===== config.mk =====
export PLATFORM = sky130hd
export DESIGN_NAME = mldsa_rounding_hint_unit_flat
export DESIGN_NICKNAME = d
export VERILOG_FILES = /design/src/rtl/mrh_pkg.sv /design/src/rtl/mrh_if.sv /design/src/rtl/mrh_decompose.sv /design/src/rtl/mldsa_rounding_hint_unit.sv /design/src/flat_wrapper.sv
export SDC_FILE = /design/constraint.sdc
export NUM_CORES = 1
export LEC_CHECK = 0
export ABC_AREA = 1
export BUFFER_PORTS_ARGS = -buffer_cell sky130_fd_sc_hd__buf_2
export CORE_MARGIN = 1.5
export CORE_UTILIZATION = 33
export CTS_CLUSTER_SIZE = 16
export DETAILED_ROUTE_END_ITERATION = 7
export PLACE_DENSITY = 0.54
export SLEW_MARGIN = 10
export SYNTH_ARGS = -nofsm -noshare
export SYNTH_HDL_FRONTEND = slang
export SYNTH_SLANG_ARGS = --single-unit

===== constraint.sdc =====
create_clock -name clk_i -period 12.4 [get_ports clk_i]
set_input_delay 1.24 -clock clk_i [delete_from_list [all_inputs] [get_ports clk_i]]
set_output_delay 1.24 -clock clk_i [all_outputs]
set_load 0.005 [all_outputs]

===== src/rtl/mrh_pkg.sv =====
// ----------------------------------------------------------------------------
// mrh_pkg
// Shared constants, command codes and control types of the ML-DSA rounding
// and hint unit (q = 8380417, d = 13).
// ----------------------------------------------------------------------------
package mrh_pkg;

  localparam int unsigned CoeffW  = 23;
  localparam int unsigned LowInW  = 24;
  localparam int unsigned HighW   = 10;
  localparam int unsigned LowW    = 19;
  localparam int unsigned P2rLowW = 14;
  localparam int unsigned DecHW   = 6;
  localparam int unsigned ProdW   = 30;

  localparam logic [CoeffW-1:0] Q     = 23'd8380417;
  localparam logic [CoeffW-1:0] HalfQ = 23'd4190208;

  localparam logic [18:0] Gamma2Small    = 19'd95232;
  localparam logic [18:0] Gamma2Large    = 19'd261888;
  localparam logic [19:0] TwoGamma2Small = 20'd190464;
  localparam logic [19:0] TwoGamma2Large = 20'd523776;

  localparam logic [13:0] MulSmall = 14'd11275;
  localparam logic [13:0] MulLarge = 14'd1025;

  localparam logic [DecHW-1:0] HighMaxSmall = 6'd43;
  localparam logic [DecHW-1:0] HighMaskLarge = 6'd15;

  typedef enum logic [1:0] {
    CMD_POWER2ROUND = 2'd0,
    CMD_DECOMPOSE   = 2'd1,
    CMD_MAKE_HINT   = 2'd2,
    CMD_USE_HINT    = 2'd3
  } cmd_e;

  typedef struct packed {
    logic s2;
    logic s3;
    logic s4;
  } dec_en_t;

endpackage


===== src/rtl/mrh_if.sv =====
// ----------------------------------------------------------------------------
// mrh_if
// Valid/ready channels of the rounding and hint unit: the item channel and
// the result channel.
// ----------------------------------------------------------------------------
interface mrh_in_if;
  logic        valid;
  logic        ready;
  logic [1:0]  command;
  logic [22:0] coeff;
  logic [23:0] low_in;
  logic [9:0]  high_in;
  logic        hint_in;

  modport source (output valid, output command, output coeff, output low_in,
                  output high_in, output hint_in, input ready);
  modport sink   (input valid, input command, input coeff, input low_in,
                  input high_in, input hint_in, output ready);
endinterface

interface mrh_out_if;
  logic        valid;
  logic        ready;
  logic [9:0]  high_part;
  logic [18:0] low_part;
  logic        hint_bit;

  modport source (output valid, output high_part, output low_part,
                  output hint_bit, input ready);
  modport sink   (input valid, input high_part, input low_part,
                  input hint_bit, output ready);
endinterface


===== src/rtl/mrh_decompose.sv =====
// ----------------------------------------------------------------------------
// mrh_decompose
// Three-stage high-part datapath of Decompose: reciprocal multiply, rounding
// and range fold, then the multiple of 2*gamma2 to subtract.
// ----------------------------------------------------------------------------
module mrh_decompose (
  input  logic              clk_i,
  input  mrh_pkg::dec_en_t  en_i,
  input  logic [22:0]       a_i,
  input  logic              gsel_i,
  output logic [5:0]        high_o,
  output logic [22:0]       mult_o
);
  import mrh_pkg::*;

  logic [CoeffW-1:0] a_rnd;
  logic [15:0]       h0;
  logic [ProdW-1:0]  prod_d, prod_q;
  logic              gsel2_q, gsel3_q;

  logic [ProdW:0]    sum_large, sum_small;
  logic [6:0]        h_small;
  logic [DecHW-1:0]  h3_d, h3_q;

  logic [DecHW-1:0]  h4_q;
  logic [CoeffW-1:0] m_d, m_q;

  // stage 2: ceil(a / 128) times the reciprocal constant
  always_comb begin
    a_rnd  = a_i + 23'd127;
    h0     = a_rnd[22:7];
    prod_d = gsel_i ? (ProdW'(h0) * ProdW'(MulLarge)) : (ProdW'(h0) * ProdW'(MulSmall));
  end

  always_ff @(posedge clk_i) begin
    if (en_i.s2) begin
      prod_q  <= prod_d;
      gsel2_q <= gsel_i;
    end
  end

  // stage 3: round and fold into the high-part range
  always_comb begin
    sum_large = {1'b0, prod_q} + 31'(1 << 21);
    sum_small = {1'b0, prod_q} + 31'(1 << 23);
    h_small   = sum_small[30:24];
    if (gsel2_q) begin
      h3_d = {2'b00, sum_large[25:22]} & HighMaskLarge;
    end else if (h_small > 7'(HighMaxSmall)) begin
      h3_d = '0;
    end else begin
      h3_d = h_small[DecHW-1:0];
    end
  end

  always_ff @(posedge clk_i) begin
    if (en_i.s3) begin
      h3_q    <= h3_d;
      gsel3_q <= gsel2_q;
    end
  end

  // stage 4: h * 2 * gamma2
  always_comb begin
    m_d = gsel3_q ? CoeffW'(26'(h3_q) * 26'(TwoGamma2Large))
                  : CoeffW'(26'(h3_q) * 26'(TwoGamma2Small));
  end

  always_ff @(posedge clk_i) begin
    if (en_i.s4) begin
      h4_q <= h3_q;
      m_q  <= m_d;
    end
  end

  assign high_o = h4_q;
  assign mult_o = m_q;

endmodule


===== src/rtl/mldsa_rounding_hint_unit.sv =====
// ----------------------------------------------------------------------------
// mldsa_rounding_hint_unit
// ML-DSA coefficient rounding: Power2Round, Decompose, MakeHint and UseHint
// over q = 8380417, five-stage pipeline with per-stage valid bits.
//
//   port          dir   kind        transfer
//   in_if         in    valid/ready one coefficient item with command
//   out_if        out   valid/ready one result per item
//   cfg_we_i/..   in    write only  gamma2_select, taken when cfg_we_i is high
//
// One item per cycle sustained while the output is not stalled.
// The depth is set by the Decompose path: reduce, multiply, round, multiply
// by 2*gamma2, then subtract with wrap and hint step.
// Reset clears the valid bits and gamma2_select.
// A stall holds only the stages that are full; bubbles still close up.
// ----------------------------------------------------------------------------
module mldsa_rounding_hint_unit (
  input  logic       clk_i,
  input  logic       rst_ni,
  input  logic       cfg_we_i,
  input  logic       cfg_wdata_i,
  mrh_in_if.sink     in_if,
  mrh_out_if.source  out_if
);
  import mrh_pkg::*;

  logic gamma2_select_q;

  logic v1_q, v2_q, v3_q, v4_q, v5_q;
  logic en1, en2, en3, en4, en5;
  dec_en_t dec_en;

  // stage 1
  cmd_e                     cmd1_q;
  logic [CoeffW-1:0]        a1_d, a1_q;
  logic [LowInW-1:0]        lin1_q;
  logic                     hnz1_q, hint1_q, gsel1_q;

  // stage 2
  cmd_e                     cmd2_q;
  logic [CoeffW-1:0]        a2_q;
  logic                     hint2_q, gsel2_q, mh2_d, mh2_q;
  logic [23:0]              p2_sum, p2_diff;
  logic [HighW-1:0]         p2h2_d, p2h2_q;
  logic [P2rLowW-1:0]       p2l2_q;
  logic signed [LowInW-1:0] l_s, g_pos, g_neg;

  // stage 3
  cmd_e                     cmd3_q;
  logic [CoeffW-1:0]        a3_q;
  logic                     hint3_q, gsel3_q, mh3_q;
  logic [HighW-1:0]         p2h3_q;
  logic [P2rLowW-1:0]       p2l3_q;

  // stage 4
  cmd_e                     cmd4_q;
  logic [CoeffW-1:0]        a4_q;
  logic                     hint4_q, gsel4_q, mh4_q;
  logic [HighW-1:0]         p2h4_q;
  logic [P2rLowW-1:0]       p2l4_q;
  logic [DecHW-1:0]         dh4;
  logic [CoeffW-1:0]        dm4;

  // stage 5
  cmd_e                     cmd5_q;
  logic                     gsel5_q;
  logic signed [24:0]       diff, r_fold;
  logic                     r_wrap, r_pos;
  logic [DecHW-1:0]         h_use;
  logic [HighW-1:0]         high5_d, high5_q;
  logic [LowW-1:0]          low5_d, low5_q;
  logic                     hb5_d, hb5_q;

  always_ff @(posedge clk_i or negedge rst_ni) begin
    if (!rst_ni) begin
      gamma2_select_q <= 1'b0;
    end else if (cfg_we_i) begin
      gamma2_select_q <= cfg_wdata_i;
    end
  end

  assign en5 = !v5_q || out_if.ready;
  assign en4 = !v4_q || en5;
  assign en3 = !v3_q || en4;
  assign en2 = !v2_q || en3;
  assign en1 = !v1_q || en2;
  assign in_if.ready = en1;
  assign dec_en = '{s2: en2, s3: en3, s4: en4};

  always_ff @(posedge clk_i or negedge rst_ni) begin
    if (!rst_ni) begin
      v1_q <= 1'b0;
      v2_q <= 1'b0;
      v3_q <= 1'b0;
      v4_q <= 1'b0;
      v5_q <= 1'b0;
    end else begin
      if (en1) v1_q <= in_if.valid;
      if (en2) v2_q <= v1_q;
      if (en3) v3_q <= v2_q;
      if (en4) v4_q <= v3_q;
      if (en5) v5_q <= v4_q;
    end
  end

  // stage 1: reduce coefficient below q
  assign a1_d = (in_if.coeff >= Q) ? (in_if.coeff - Q) : in_if.coeff;

  always_ff @(posedge clk_i) begin
    if (en1) begin
      cmd1_q  <= cmd_e'(in_if.command);
      a1_q    <= a1_d;
      lin1_q  <= in_if.low_in;
      hnz1_q  <= |in_if.high_in;
      hint1_q <= in_if.hint_in;
      gsel1_q <= gamma2_select_q;
    end
  end

  // stage 2: Power2Round and MakeHint
  always_comb begin
    p2_sum  = {1'b0, a1_q} + 24'd4095;
    p2h2_d  = p2_sum[22:13];
    p2_diff = {1'b0, a1_q} - {1'b0, p2h2_d, 13'b0};
    l_s     = $signed(lin1_q);
    g_pos   = gsel1_q ? $signed({5'b0, Gamma2Large}) : $signed({5'b0, Gamma2Small});
    g_neg   = -g_pos;
    mh2_d   = (l_s > g_pos) || (l_s < g_neg) || ((l_s == g_neg) && hnz1_q);
  end

  always_ff @(posedge clk_i) begin
    if (en2) begin
      cmd2_q  <= cmd1_q;
      a2_q    <= a1_q;
      hint2_q <= hint1_q;
      gsel2_q <= gsel1_q;
      p2h2_q  <= p2h2_d;
      p2l2_q  <= p2_diff[P2rLowW-1:0];
      mh2_q   <= mh2_d;
    end
  end

  mrh_decompose u_decompose (
    .clk_i  (clk_i),
    .en_i   (dec_en),
    .a_i    (a1_q),
    .gsel_i (gsel1_q),
    .high_o (dh4),
    .mult_o (dm4)
  );

  always_ff @(posedge clk_i) begin
    if (en3) begin
      cmd3_q  <= cmd2_q;
      a3_q    <= a2_q;
      hint3_q <= hint2_q;
      gsel3_q <= gsel2_q;
      p2h3_q  <= p2h2_q;
      p2l3_q  <= p2l2_q;
      mh3_q   <= mh2_q;
    end
  end

  always_ff @(posedge clk_i) begin
    if (en4) begin
      cmd4_q  <= cmd3_q;
      a4_q    <= a3_q;
      hint4_q <= hint3_q;
      gsel4_q <= gsel3_q;
      p2h4_q  <= p2h3_q;
      p2l4_q  <= p2l3_q;
      mh4_q   <= mh3_q;
    end
  end

  // stage 5: low part with wrap, hint step, result select
  always_comb begin
    diff   = $signed({2'b00, a4_q}) - $signed({2'b00, dm4});
    r_wrap = diff > $signed({2'b00, HalfQ});
    r_fold = r_wrap ? (diff - $signed({2'b00, Q})) : diff;
    r_pos  = (diff > 25'sd0) && !r_wrap;

    h_use = dh4;
    if (hint4_q) begin
      if (gsel4_q) begin
        h_use = r_pos ? ((dh4 + 6'd1) & HighMaskLarge) : ((dh4 + 6'd15) & HighMaskLarge);
      end else if (r_pos) begin
        h_use = (dh4 == HighMaxSmall) ? '0 : dh4 + 6'd1;
      end else begin
        h_use = (dh4 == '0) ? HighMaxSmall : dh4 - 6'd1;
      end
    end

    high5_d = '0;
    low5_d  = '0;
    hb5_d   = 1'b0;
    unique case (cmd4_q)
      CMD_POWER2ROUND: begin
        high5_d = p2h4_q;
        low5_d  = {{(LowW-P2rLowW){p2l4_q[P2rLowW-1]}}, p2l4_q};
      end
      CMD_DECOMPOSE: begin
        high5_d = {{(HighW-DecHW){1'b0}}, dh4};
        low5_d  = r_fold[LowW-1:0];
      end
      CMD_MAKE_HINT: begin
        hb5_d = mh4_q;
      end
      CMD_USE_HINT: begin
        high5_d = {{(HighW-DecHW){1'b0}}, h_use};
      end
      default: begin
        high5_d = '0;
      end
    endcase
  end

  always_ff @(posedge clk_i) begin
    if (en5) begin
      cmd5_q  <= cmd4_q;
      gsel5_q <= gsel4_q;
      high5_q <= high5_d;
      low5_q  <= low5_d;
      hb5_q   <= hb5_d;
    end
  end

  assign out_if.valid     = v5_q;
  assign out_if.high_part = high5_q;
  assign out_if.low_part  = low5_q;
  assign out_if.hint_bit  = hb5_q;

  a_full_stall: assert property (@(posedge clk_i) disable iff (!rst_ni)
    (v1_q && v2_q && v3_q && v4_q && v5_q && !out_if.ready) |-> !in_if.ready)
    else $error("input taken while pipeline full and stalled");

  a_hint_only_make: assert property (@(posedge clk_i) disable iff (!rst_ni)
    (out_if.valid && (cmd5_q != CMD_MAKE_HINT)) |-> !out_if.hint_bit)
    else $error("hint bit set for a command other than make hint");

  a_small_high_range: assert property (@(posedge clk_i) disable iff (!rst_ni)
    (out_if.valid && !gsel5_q && (cmd5_q == CMD_DECOMPOSE || cmd5_q == CMD_USE_HINT))
    |-> (out_if.high_part <= 10'd43))
    else $error("high part out of range for small gamma2");

  a_low_range: assert property (@(posedge clk_i) disable iff (!rst_ni)
    out_if.valid |-> (($signed(out_if.low_part) <= 19'sd261888) &&
                      ($signed(out_if.low_part) >= -19'sd261888)))
    else $error("low part out of range");

endmodule


===== src/flat_wrapper.sv =====
// flat-port wrapper written by rule: the top's interface ports become plain ports
module mldsa_rounding_hint_unit_flat import mrh_pkg::*;
  (clk_i, rst_ni, cfg_we_i, cfg_wdata_i, in_if_valid, in_if_command, in_if_coeff, in_if_low_in, in_if_high_in, in_if_hint_in, in_if_ready, out_if_valid, out_if_high_part, out_if_low_part, out_if_hint_bit, out_if_ready);
  mrh_in_if in_if_i ();
  mrh_out_if out_if_i ();
  input  logic clk_i;
  input  logic rst_ni;
  input  logic cfg_we_i;
  input  logic cfg_wdata_i;
  input wire logic [$bits(in_if_i.valid)-1:0] in_if_valid;
  input wire logic [$bits(in_if_i.command)-1:0] in_if_command;
  input wire logic [$bits(in_if_i.coeff)-1:0] in_if_coeff;
  input wire logic [$bits(in_if_i.low_in)-1:0] in_if_low_in;
  input wire logic [$bits(in_if_i.high_in)-1:0] in_if_high_in;
  input wire logic [$bits(in_if_i.hint_in)-1:0] in_if_hint_in;
  output wire logic [$bits(in_if_i.ready)-1:0] in_if_ready;
  output wire logic [$bits(out_if_i.valid)-1:0] out_if_valid;
  output wire logic [$bits(out_if_i.high_part)-1:0] out_if_high_part;
  output wire logic [$bits(out_if_i.low_part)-1:0] out_if_low_part;
  output wire logic [$bits(out_if_i.hint_bit)-1:0] out_if_hint_bit;
  input wire logic [$bits(out_if_i.ready)-1:0] out_if_ready;
  assign in_if_i.valid = in_if_valid;
  assign in_if_i.command = in_if_command;
  assign in_if_i.coeff = in_if_coeff;
  assign in_if_i.low_in = in_if_low_in;
  assign in_if_i.high_in = in_if_high_in;
  assign in_if_i.hint_in = in_if_hint_in;
  assign in_if_ready = in_if_i.ready;
  assign out_if_valid = out_if_i.valid;
  assign out_if_high_part = out_if_i.high_part;
  assign out_if_low_part = out_if_i.low_part;
  assign out_if_hint_bit = out_if_i.hint_bit;
  assign out_if_i.ready = out_if_ready;
  mldsa_rounding_hint_unit u_core (.clk_i(clk_i), .rst_ni(rst_ni), .cfg_we_i(cfg_we_i), .cfg_wdata_i(cfg_wdata_i), .in_if(in_if_i), .out_if(out_if_i));
endmodule

==> impl_metrics.json, run 1 <==
{
  "drt-wirelength-per-cell_um": 13.8,
  "yosys_warnings": 0,
  "clock_sinks": 240,
  "die_area_um2": 51700,
  "nNetsFinal": 2227,
  "fin_crit_sh_pct": 51.1,
  "drive_gt1_share_pct": 9.30,
  "antenna_left": 0,
  "post-dp-hpwl_um": 29500,
  "rows": 82,
  "drt_iter0_markers": 530,
  "clk_latency_ns": 0.55,
  "io_pins": 98,
  "place_ws_ns": 6.09,
  "fillers": 5031,
  "synthMuxAreaShare_pct": 0.0678,
  "slew_violations": 0,
  "setup_tns_ns": 0,
  "finalHoldViolations": 0,
  "synth_cells": 1786,
  "min_period_ns": 6.34,
  "dieWidth_um": 227,
  "synthesis.area_um2": 16600,
  "holdPathStages": 0,
  "wirelength_um": 35900,
  "startpoint_type": "register",
  "antenna_found_initial": 0,
  "synth_compound_area_share_pct": 5.84,
  "numCtsBuffers": 25,
  "fmax_mhz": 158,
  "clockRootBuffer": "clkbuf_16",
  "reg2reg_from": "u_core.a1_q[6]",
  "min_from": "u_core.a2_q[19]",
  "ys_top_cells_by_area": "edfxtp_1 (42%), ha_1 (15%), nand2_1 (7.9%), inv_1 (7.9%), fa_1 (7.4%)",
  "cp.arrival_ns": 6.61,
  "seqCellArea_um2": 7180,
  "finalSetupViolCount": 0,
  "yosysUniqueCellTypes": 45,
  "core_area_um2": 50000,
  "synth_edf_count": 234,
  "status": "finished, final reports clean",
  "holdWs_ns": 0.410,
  "multi_input_area_um2": 8070,
  "worstSetupPathType": "reg -> reg",
  "drc": 0,
  "cp_common_cell": "nand2_1",
  "avgSynthCellArea_um2": 9.30,
  "h-tree-depth": 1,
  "rsz0062_at_grt": "no",
  "clockBufferDepth": 3,
  "route.met2.wl_um": 17300,
  "cp-end-kind": "register",
  "min_to": "u_core.a3_q[19]",
  "syn-num-nets": 2106,
  "cp_slowest_cell": "fa_1",
  "cts_hold_buf": 0,
  "die_h_um": 227,
  "met1_length_um": 16700,
  "yosysSeqAreaShare_pct": 43.2,
  "critPathMaxFanout": 5,
  "hp-class": "reg -> reg",
  "synth_area_leader_cell": "edfxtp_1",
  "grt_max_degree": 61,
  "routed.top_layer": "met4",
  "initial_core_util_pct": 33.2,
  "area_delta_synth_final_pct": 12.6,
  "gp_congestion": 0.893,
  "vias_per_cell": 4.61,
  "synth.most_common_cell": "nand2_1",
  "maxCapViolations": 0,
  "synth-seq-cells": 240,
  "synth_flop_cell": "edfxtp_1",
  "routed-wl-met3_um": 1300,
  "grt_pass1_wl_um": 58900,
  "finish.instance_area_um2": 18700,
  "grt_pass1_vias": 11881,
  "ctsResizeCount": 0,
  "synth_top_area_share_pct": 42.3,
  "synth-simple-area-share_pct": 18.4,
  "postSynth.asyncResetShare_pct": 2.50,
  "synth_top_family_by_area": "adder cells",
  "clock_skew_ns": 0.0247,
  "synthAdderAreaFrac_pct": 21.9,
  "postCtsSetupRepairBufs": 0,
  "postPlaceCellArea_um2": 17900,
  "required_ns": 12.68,
  "num_antenna_cells": 0,
  "synthXorXnorAreaFrac_pct": 2.37,
  "r2r_slack_ns": 6.06,
  "drtPass1Iterations": 5,
  "critPathMaxStageDelay_ns": 0.51,
  "grt-ovfl-total": 0,
  "slew_headroom_pct": 32.7,
  "r2r_end": "u_core.u_decompose.prod_q[26]",
  "setup_slack_ns": 6.06,
  "worst_slew_pin_slew_ns": 1.01,
  "track_usage_pct": 14.2,
  "r2r_cells": 32,
  "routed-via-count": 11971,
  "clk_pin_slew_worst_paths_ns": 0.06,
  "synth_common_cells": "nand2_1 (351), inv_1 (349), edfxtp_1 (234), ha_1 (193), nor2_1 (146)",
  "port-buffer-count": 97,
  "cts_tree": "done"
}
-- registers in the layout, indices dropped and copies added, names as in the netlist, 2 cells and up --
signal / count
u_core.cmd1_q: 2
u_core.p2l3_q: 14
u_core.u_decompose.mult_o: 14
u_core.cmd3_q: 2
u_core.out_if.high_part: 10
u_core.l_s: 24
u_core.u_decompose.h3_q: 6
u_core.u_decompose.high_o: 6
u_core.a3_q: 10
u_core.u_decompose.prod_q: 9
u_core.cmd2_q: 2
u_core.cmd4_q: 2
u_core.out_if.low_part: 19
u_core.p2l4_q: 14
u_core.p2l2_q: 14
u_core.p2h4_q: 10
u_core.a2_q: 10
u_core.a1_q: 23
u_core.p2h3_q: 10
u_core.p2h2_q: 10
u_core.a4_q: 10
-- critical path, delay by kind of cell, from the launching register on --
family | cells | cell delay, ns
AND/OR/NAND/NOR | 15 | 1.54
buffers and inverters | 7 | 0.49
adder cells (fa/ha/maj) | 7 | 2.99
AO/OA/AOI/OAI | 2 | 0.50
XOR/XNOR | 1 | 0.14
flip-flops | 1 | 0.39
-- layer usage --
metal | up-vias | global-route usage (%)
li1 | 6144 | -
met1 | 5591 | 18.8
met2 | 195 | 24.5
met3 | 41 | 1.88
met4 | 0 | 3.76
met5 | - | 0
-- placed cells by master (no fill, tap or decap), drive strengths merged, types with 12 or more instances in the layout --
master    n
fa       61
nor3     25
a21oi    68
clkbuf   29
or2      12
inv     353
nand2   360
nor2    152
buf     103
nand4    31
nand3   103
edfxtp  234
o21ai    75
ha      193
xor2     36
-- stage by stage --
stage | cells | util, %
final | 2596 | 37.5
after detailed placement | 2552 | 35.9
after global placement | 2552 | 35.9
after CTS | 2596 | 37.5
after floorplan | 1786 | -
after global routing | 2596 | 37.5
-- cell type report --
class	instances	share of cell area [%]
clock buffers	29	3.42
clock inverters	15	0.715
inverters	353	7.08
multi-input cells	1184	43.1
flip-flops and latches	240	38.3
well taps	672	4.49
repair buffers	103	2.83
-- cell families (layout without fill, tap and decap cells) --
family          count (synthesis)  after routing
simple gates                  706            706
buf+inv                       362            500
fa+ha+maj                     254            254
flops                         240            240
compound gates                178            178
xor+xnor                       45             45
mux                             1              1
-- how the worst max path moves through the flow --
stage / from / end / slack (ns)
after global placement: u_core.a1_q[6] / u_core.u_decompose.prod_q[26] / 6.16
final: u_core.a1_q[6] / u_core.u_decompose.prod_q[26] / 6.06
after detailed placement: u_core.a1_q[6] / u_core.u_decompose.prod_q[26] / 6.09
after CTS: u_core.a1_q[6] / u_core.u_decompose.prod_q[26] / 6.05
after global routing: u_core.a1_q[6] / u_core.u_decompose.prod_q[26] / 5.48
after floorplan: out_if_ready / in_if_ready / 5.56
Power of run 1 is left out: the tool's default activity adds up to more than one toggle a clock period on the data nets, which glitch-free logic cannot reach.
==> run 2, diff against run 1 <==
Settings changed: PLACE_DENSITY 0.54 to 0.56.
Clock period 12.4 ns to 5.7 ns, I/O delays scaled along.
==> run 2 against run 1 <==
Design area up 5.2%. Core utilization grew 1.9 points. Clock-buffer cell count is 3 higher. Sequential share of layout area fell by 1.9 points. Die area stayed put. Highest routed layer unchanged.
==> impl_metrics.json, run 2 (same netlist as run 1, synthesis figures left out) <==
{
  "drive_gt1_share_pct": 15.4,
  "cts_tree": "done",
  "largest_register_ffs": 24,
  "die_h_um": 227,
  "clockBufferDepth": 3,
  "hp-class": "in -> reg",
  "clockRootBuffer": "clkbuf_16",
  "required_ns": 5.99,
  "port-buffer-count": 97,
  "clock_skew_ns": 0.0232,
  "status": "finished, final reports clean",
  "grt_pass1_vias": 12182,
  "postPlaceCellArea_um2": 18500,
  "clk_pin_slew_worst_paths_ns": 0.06,
  "final_util_pct": 39.4,
  "core_area_um2": 50000,
  "antenna_left": 0,
  "holdPathStages": 1,
  "cp.arrival_ns": 5.92,
  "rows": 82,
  "post-dp-hpwl_um": 30100,
  "area_delta_synth_final_pct": 18.5,
  "rsz0062_at_grt": "yes",
  "min_period_ns": 5.64,
  "cp_common_cell": "inv_1",
  "min_to": "u_core.cmd1_q[0]",
  "drc": 0,
  "setup_slack_ns": 0.0619,
  "worstSetupPathType": "reg -> reg",
  "io_pins": 98,
  "routed-via-count": 12261,
  "critPathMaxStageDelay_ns": 0.50,
  "reg2reg_from": "u_core.a1_q[6]",
  "fin_crit_sh_pct": 98.9,
  "drtPass1Iterations": 5,
  "die_area_um2": 51700,
  "clk_latency_ns": 0.55,
  "wirelength_um": 36600,
  "vias_per_cell": 4.57,
  "critPathMaxFanout": 4,
  "place_ws_ns": -0.326,
  "mostFrequentLayoutCells": "nand2_1 (341), inv_1 (339), edfxtp_1 (234), ha_1 (186), nor2_1 (136)",
  "slew_violations": 0,
  "initial_core_util_pct": 33.2,
  "clock_sinks": 240,
  "num_antenna_cells": 0,
  "r2r_cells": 31,
  "cp_slowest_cell": "fa_1",
  "numCtsBuffers": 25,
  "fmax_mhz": 177,
  "dieWidth_um": 227,
  "busiest_layer": "met2",
  "finish.instance_area_um2": 19700,
  "fillers": 4955,
  "grt_max_degree": 61,
  "finalSetupViolCount": 0,
  "cp-end-kind": "register",
  "nNetsFinal": 2310,
  "grt_pass1_wl_um": 59400,
  "h-tree-depth": 1,
  "maxCapViolations": 0,
  "track_usage_pct": 14.4,
  "slew_headroom_pct": 34.5,
  "drt_iter0_markers": 725,
  "finalHoldViolations": 0,
  "gp_congestion": 0.895,
  "use_met3_pct": 1.59,
  "layout_commonest_cell": "nand2_1",
  "grt-ovfl-total": 0,
  "drt-wirelength-per-cell_um": 13.7,
  "startpoint_type": "register",
  "groute.layer.met1.usage_pct": 19.1,
  "r2r_end": "u_core.u_decompose.prod_q[25]",
  "worst_slew_pin_slew_ns": 0.982,
  "antenna_found_initial": 0,
  "r2r_slack_ns": 0.06,
  "met2_usage_pct": 25.0,
  "min_from": "in_if_command[0]"
}
## run 2: per-layer routing
metal | up-vias | wire, um
met5 | - | 0
met3 | 45 | 1250
met4 | 0 | 681
met1 | 5704 | 16800
li1 | 6310 | -
met2 | 202 | 17900
## run 2: stage by stage
stage | cells | TNS, ns | hold slack [ns]
2_1_floorplan | 1786 | 0 | 0.274
3_3_place_gp | 2625 | -2.24 | 0.401
3_5_place_dp | 2625 | -2.42 | 0.405
4_1_cts | 2677 | -0.0124 | 0.163
5_1_grt | 2681 | -1.90 | 0.171
6_report | 2681 | 0 | 0.195
## run 2: critical path: cells and delay by family, from the launching register on
family | cells | cell delay [ns]
AND/OR/NAND/NOR | 11 | 1.35
XOR/XNOR | 1 | 0.13
buffers and inverters | 9 | 0.53
AO/OA/AOI/OAI | 3 | 0.32
adder cells (fa/ha/maj) | 7 | 2.63
flip-flops | 1 | 0.38
## run 2: how the worst max path moves through the flow
| stage | from | cells past startpoint | to |
|---|---|---|---|
| floorplan | u_core.a1_q[6] | 33 | u_core.u_decompose.prod_q[26] |
| global placement | u_core.a1_q[6] | 28 | u_core.u_decompose.prod_q[21] |
| detailed placement | u_core.a1_q[6] | 33 | u_core.u_decompose.prod_q[26] |
| CTS | u_core.a1_q[5] | 37 | u_core.u_decompose.prod_q[26] |
| global route | u_core.a1_q[6] | 34 | u_core.u_decompose.prod_q[26] |
| finish | u_core.a1_q[6] | 31 | u_core.u_decompose.prod_q[25] |
## run 2: area by class of cell
type                            count  area [um2]  area share, %
Sequential cell                   240        7180           36.5
Inverter                          353        1330           6.73
Clock inverter                     14         188          0.953
Multi-Input combinational cell   1184        8330           42.3
Timing Repair Buffer              186        1160           5.91
Tap cell                          672         841           4.27
Clock buffer                       32         662           3.36
## run 2: what timing repair did
action | in CTS | in global routing
resized for setup | 35 | 32
pin swaps | 26 | 17
hold buffers | 1 | 0
buffers inserted | 5 | 5
endpoints found under the setup margin | 9 | 9
hold endpoints to repair | 6 | 0
Power of run 2 is left out for the same reason.
